File: config.mk
export PLATFORM = sky130hd
export DESIGN_NAME = itfc_queue
export DESIGN_NICKNAME = d
export VERILOG_FILES = /design/src/rtl/itfc_pkg.sv /design/src/rtl/itfc_queue.sv
export SDC_FILE = /design/constraint.sdc
export NUM_CORES = 1
export LEC_CHECK = 0
export BUFFER_PORTS_ARGS = -buffer_cell sky130_fd_sc_hd__buf_4
export CAP_MARGIN = 20
export CORE_MARGIN = 3
export CORE_UTILIZATION = 35
export CTS_CLUSTER_SIZE = 28
export DETAILED_ROUTE_END_ITERATION = 10
export GPL_TIMING_DRIVEN = 0
export HOLD_SLACK_MARGIN = 0.03
export PLACE_DENSITY = 0.55
export SKIP_CTS_REPAIR_TIMING = 1
export SLEW_MARGIN = 15
export SYNTH_ARGS = -nofsm -noshare
export SYNTH_HDL_FRONTEND = slang
export SYNTH_SLANG_ARGS = --single-unit
File: constraint.sdc
create_clock -name i_clk -period 9.5 [get_ports i_clk]
set_input_delay 2.375 -clock i_clk [delete_from_list [all_inputs] [get_ports i_clk]]
set_output_delay 2.375 -clock i_clk [all_outputs]
set_load 0.02 [all_outputs]
File: src/rtl/itfc_pkg.sv
`default_nettype none
package itfc_pkg;
    typedef enum logic [2:0] {
        ST_IDLE,
        ST_CHECK,
        ST_SCAN,
        ST_EMIT,
        ST_CLEAR,
        ST_LOOK,
        ST_UPD
    } t_state;

    localparam int unsigned CNT_W = 32;
    localparam int unsigned TS_W  = 48;
    localparam int unsigned ID_W  = 12;
    localparam int unsigned RANK_W = 6;
    localparam logic [CNT_W-1:0] CNT_MAX = '1;
    localparam logic [6:0] TOP_MAX = 7'd64;

    localparam logic [0:0] REG_TOP_COUNT = 1'b0;
    localparam logic [0:0] REG_INTERVAL  = 1'b1;

    typedef struct packed {
        logic [63:0]     key;
        logic [TS_W-1:0] ts;
    } t_item;
endpackage
`default_nettype wire

File: src/rtl/itfc_queue.sv
`default_nettype none
module itfc_queue (
    input  wire logic            i_clk,
    input  wire logic            i_rst_n,
    input  wire logic            i_push,
    input  itfc_pkg::t_item      i_item,
    input  wire logic            i_pop,
    output logic                 o_full,
    output logic                 o_valid,
    output itfc_pkg::t_item      o_item
);
    itfc_pkg::t_item r_mem [2];
    logic r_wp, r_rp;
    logic [1:0] r_cnt;

    assign o_full  = (r_cnt == 2'd2);
    assign o_valid = (r_cnt != 2'd0);
    assign o_item  = r_mem[r_rp];

    always_ff @(posedge i_clk) begin
        if (i_push) begin
            r_mem[r_wp] <= i_item;
        end
    end

    always_ff @(posedge i_clk) begin
        if (!i_rst_n) begin
            r_wp <= 1'b0;
            r_rp <= 1'b0;
            r_cnt <= 2'd0;
        end else begin
            if (i_push) r_wp <= ~r_wp;
            if (i_pop) r_rp <= ~r_rp;
            r_cnt <= r_cnt + {1'b0, i_push} - {1'b0, i_pop};
        end
    end
endmodule
`default_nettype wire

=== Word-level counts from Yosys, hierarchy flattened ===
Memory sizes are Yosys's and may differ from the RTL's. A register that Yosys moved wholly into a read port is not among the register bits.
Cells that the tools add are included.

* Bitwise logic cells: 2
* Add/subtract/negate cells: 2
* Equal/unequal tests: 1
* Mux-type cells: 4
* Reduce and logical (&&, ||, !) cells: 1

{| class="wikitable"
|+ Operators with widths
! cell !! number
|-
| 2-to-1 mux 1 bit || 4
|-
| adder 2 x 1 -> 2 bit || 1
|-
| == test 2 bit (second input constant) || 1
|-
| inverter 1 bit || 2
|-
| nonzero test 2 bit || 1
|-
| subtractor 2 x 1 -> 2 bit || 1
|}

* Logic and storage cells: 14
* Memory bits (writable): 224
* Memories: 1
* Input port bits: 116
* Register bits: 4

{| class="wikitable"
|+ Memory list
! name !! depth !! width !! read ports !! clocked after Yosys merged registers in !! write ports !! line !! text
|-
| r_mem || 2 || 112 || 1 || 1 || 1 || itfc_queue.sv:12 || <nowiki>itfc_pkg::t_item r_mem [2];</nowiki>
|}

=== Depth between registers and ports, before layout ===
* Depth after elaboration: 3
* Gate-level depth with buffers: 6
* Gate-level depth less buffers: 6

=== Worst setup path after synthesis ===
Ideal clock, no wire load.

* Kind: in2reg
* Start: input port i_push
* End: memory r_mem[0][0] in the netlist's numbering (enable)
* Arrival: 7271 ps
* Path buffers: 0
* Setup time: 598 ps
* Slack: 1632 ps
* Stages on the path: 1
* Path through: nor2b_1

* Longest elaborated chain between the ends: 2

{| class="wikitable"
|+ Ends and longest elaborated chain
! element !! line !! text
|-
| start: declaration || itfc_queue.sv:5 || <nowiki>input wire logic i_push,</nowiki>
|-
| 2-to-1 mux 1 bit || itfc_queue.sv:21 || <nowiki>if (i_push) begin</nowiki>
|-
| 2-to-1 mux 1 bit (implied by the code) || itfc_queue.sv:22 || <nowiki>r_mem[r_wp] <= i_item;</nowiki>
|-
| end: declaration || itfc_queue.sv:12 ||
|}

Every way passes these cells.

==> flow_summary_export.csv <==
group,metric,value,unit
outcome,status,"complete, no violations",
synthesis,ys_async_sr_fraction,0,%
power,irDropWorstVdd,0.1300,mV
global_routing,grt_max_degree,43,
drt,first_pass_iters,4,
clock_tree,root_buffer,"clkbuf_16",
floorplanning,die_w,160.3,um
synthesis,synth-edff-count,224,
place,dp_slack,5660,ps
critical_path,crit_type,"flip-flop to output port",
clock_tree,numCtsBuffers,25,
drt,drc_errors,0,
global_routing,grtUsageMet3,5.006,%
synthesis,synth.yosys.seq_area_share,81.97,%
critical_path,cp.required,7130,ps
critical_path,r2r_start,"r_wp$_SDFFE_PN0P_",
floorplanning,rows,55,
timing,finalSetupTns,0,ps
drt,drt-initial-drc-count,149,
synthesis,synth.most_common_cell,"edfxtp_1",
finish,layout.cells.non_filler,962,
clock_tree,cts_tree,"built",
finish,diodes,0,
place,dp_hpwl,11.87,mm
timing,report.final.slew_viol_count,0,
critical_path,cp_max_fo,10,
place,gp_congestion,0.7102,
clock_tree,clk_pin_slew,60,ps
drt,vias,4279,
timing,fin_crit,4275,ps
global_routing,top_usage_layer,"met2",
worst_hold_path,min_path_type,"flip-flop to flip-flop",
floorplanning,die-area,25680,um^2
timing,setup_viol,0,
synthesis,yosysUniqueCellTypes,14,
power,switching_share,22.56,%
global_routing,grt.total_usage,12.83,%
synthesis,synth_area,8328,um^2
critical_path,worstSetupStartpointType,"flip-flop",
timing,max_freq,0.2339,GHz
global_routing,antenna_found_initial,1,
finish,drive_gt1_share,61.63,%
timing,fin_skew,5.977,ps
synthesis,yosys.area.top_type,"edfxtp_1",
synthesis,synth_common_cells,"edfxtp_1, mux2_2, buf_6",
job,cap_violations,0,
timing,grt_setup_unrepaired,"no",
drt,wl_per_cell,18.00,um
finish,final_core_util,49.54,%
global_routing,grt_use_met2,21.46,%
timing,finalHoldViolCount,0,
global_routing,use_met1,15.56,%
floorplanning,core_area,22980,um^2
place,place_inst,917,
clock_tree,h-tree-depth,1,
floorplanning,initial_utilization,36.23,%
global_routing,grt_pass1_wl,26.19,mm
clock_tree,clkSinkCount,229,
power,seq_power_share,48.2,%
drt,ant_nets,0,
drt,via_per_inst,4.448,
power,p_int,1895,uW
drt,drt_wl_total,17.31,mm
critical_path,critical_path.endpoint,"o_item[62]",
place,dpl-instance-area,10580,um^2
place,portBuffers,229,
synthesis,synthesis.instances,369,
floorplanning,io_pins,230,
critical_path,timing.rr.end,"r_mem[0][105]$_DFFE_PP_",
synthesis,yosys.area.top_type_share,80.77,%
power,pwr-share-clk,38.3,%
synthesis,yosys-top-cells-area,"edfxtp_1, mux2_2, dfxtp_1",
timing,worst_slew_pin_slew,616.7,ps
synthesis,synthFlopType,"edfxtp_1",
timing,timing.slew.headroom,58.80,%
power,power.leakage,0.004254,uW
critical_path,arrival,1900,ps
finish,final_cell_area,11390,um^2
clock_tree,clk_latency,500,ps
clock_tree,clockBufferDepth,3,
finish,nNetsFinal,749,
timing,setup_ws,5225,ps
synthesis,synth_warnings,0,
synthesis,syn_area_per_cell,22.57,um^2
synthesis,ys_ff_latch,229,
global_routing,grt.overflow.total,0,
critical_path,reg2reg_slack,7870,ps
finish,syn_to_final_growth,36.72,%
power,power_frac_comb,13.5,%
global_routing,grt_pass1_vias,4704,
floorplanning,die_height,160.3,um
power,switching_power,552.1,uW
synthesis,syn_nets,487,
power,p_per_area,214.9,nW/um^2
critical_path,critPathCaptureType,"output port",
timing,finalCritPeriodShare,45.00,%
critical_path,rr_worst_depth,3,
final cells by class:
cell class / instances / area (um^2)
sequential: 229 / 6827
clock inverter: 11 / 120.1
tap: 313 / 391.6
timing repair buffer: 235 / 1847
multi-input combinational: 126 / 1391
inverter: 2 / 7.507
buffer: 12 / 112.6
fill: 1992 / 11600
clock buffer: 34 / 689.4
flip-flops by register name (all words and copies together) (netlist names), named ones only:
name   flops
r_cnt      2
r_wp       1
r_rp       1
r_mem    224
power by group through the flow:
stage	clock network (uW)	logic, uW	registers [uW]
after floorplan	0	177	1200
after global placement	0	322	1210
after detailed placement	0	336	1200
after CTS	968	337	1180
after global routing	1010	353	1180
final	936	331	1180
routing by layer:
metal / vias up / share of wire [%]
met5: - / 0.098
met4: 2 / 2.7
met3: 35 / 9.0
met2: 162 / 49
met1: 2088 / 39
li1: 1992 / -
cells in the final DEF, fill, tap and decap left out, types with 3 or more instances in the layout:
cell type	Yosys	routed
and2_1	4	3
buf_12	0	5
buf_2	3	3
buf_4	1	230
buf_6	8	8
clkbuf_1	0	6
clkbuf_16	0	25
clkbuf_8	0	3
clkinv_2	0	3
dfxtp_1	5	5
edfxtp_1	224	224
mux2_2	112	112
nor2b_1	4	3
critical path, cell delays in order (launching register included):
cell and delay [ps]:
dfxtp_1 380, buf_4 280, buf_6 210, mux2_2 350, buf_4 170
logic make-up (layout without fill, tap and decap cells):
kind of cell	Yosys count	after routing	share of synthesized area, %
compound gates	1	1	0.09018
mux	112	112	15.14
xor+xnor	2	2	0.3756
buf+inv	14	294	1.442
fa+ha+maj	2	2	0.3004
flops	229	229	81.97
simple gates	9	9	0.6760
stage by stage:
step	hold WS (ps)	total power, uW
after floorplan	554.6	1382
after global routing	613.6	2547
final	597.3	2447
after global placement	565.9	1533
after CTS	597.6	2485
after detailed placement	580.8	1538
worst min path at each step:
stage	startpoint	endpoint	slack (ps)	cells after the start
floorplan	r_rp$_SDFFE_PN0P_	flip-flop	550	2
global placement	r_rp$_SDFFE_PN0P_	flip-flop	570	2
detailed placement	r_rp$_SDFFE_PN0P_	r_rp$_SDFFE_PN0P_	580	2
CTS	r_rp$_SDFFE_PN0P_	r_rp$_SDFFE_PN0P_	600	2
global route	r_rp$_SDFFE_PN0P_	r_rp$_SDFFE_PN0P_	610	2
finish	r_rp$_SDFFE_PN0P_	r_rp$_SDFFE_PN0P_	600	2
Note: power is estimated with default switching activity, not from simulation.
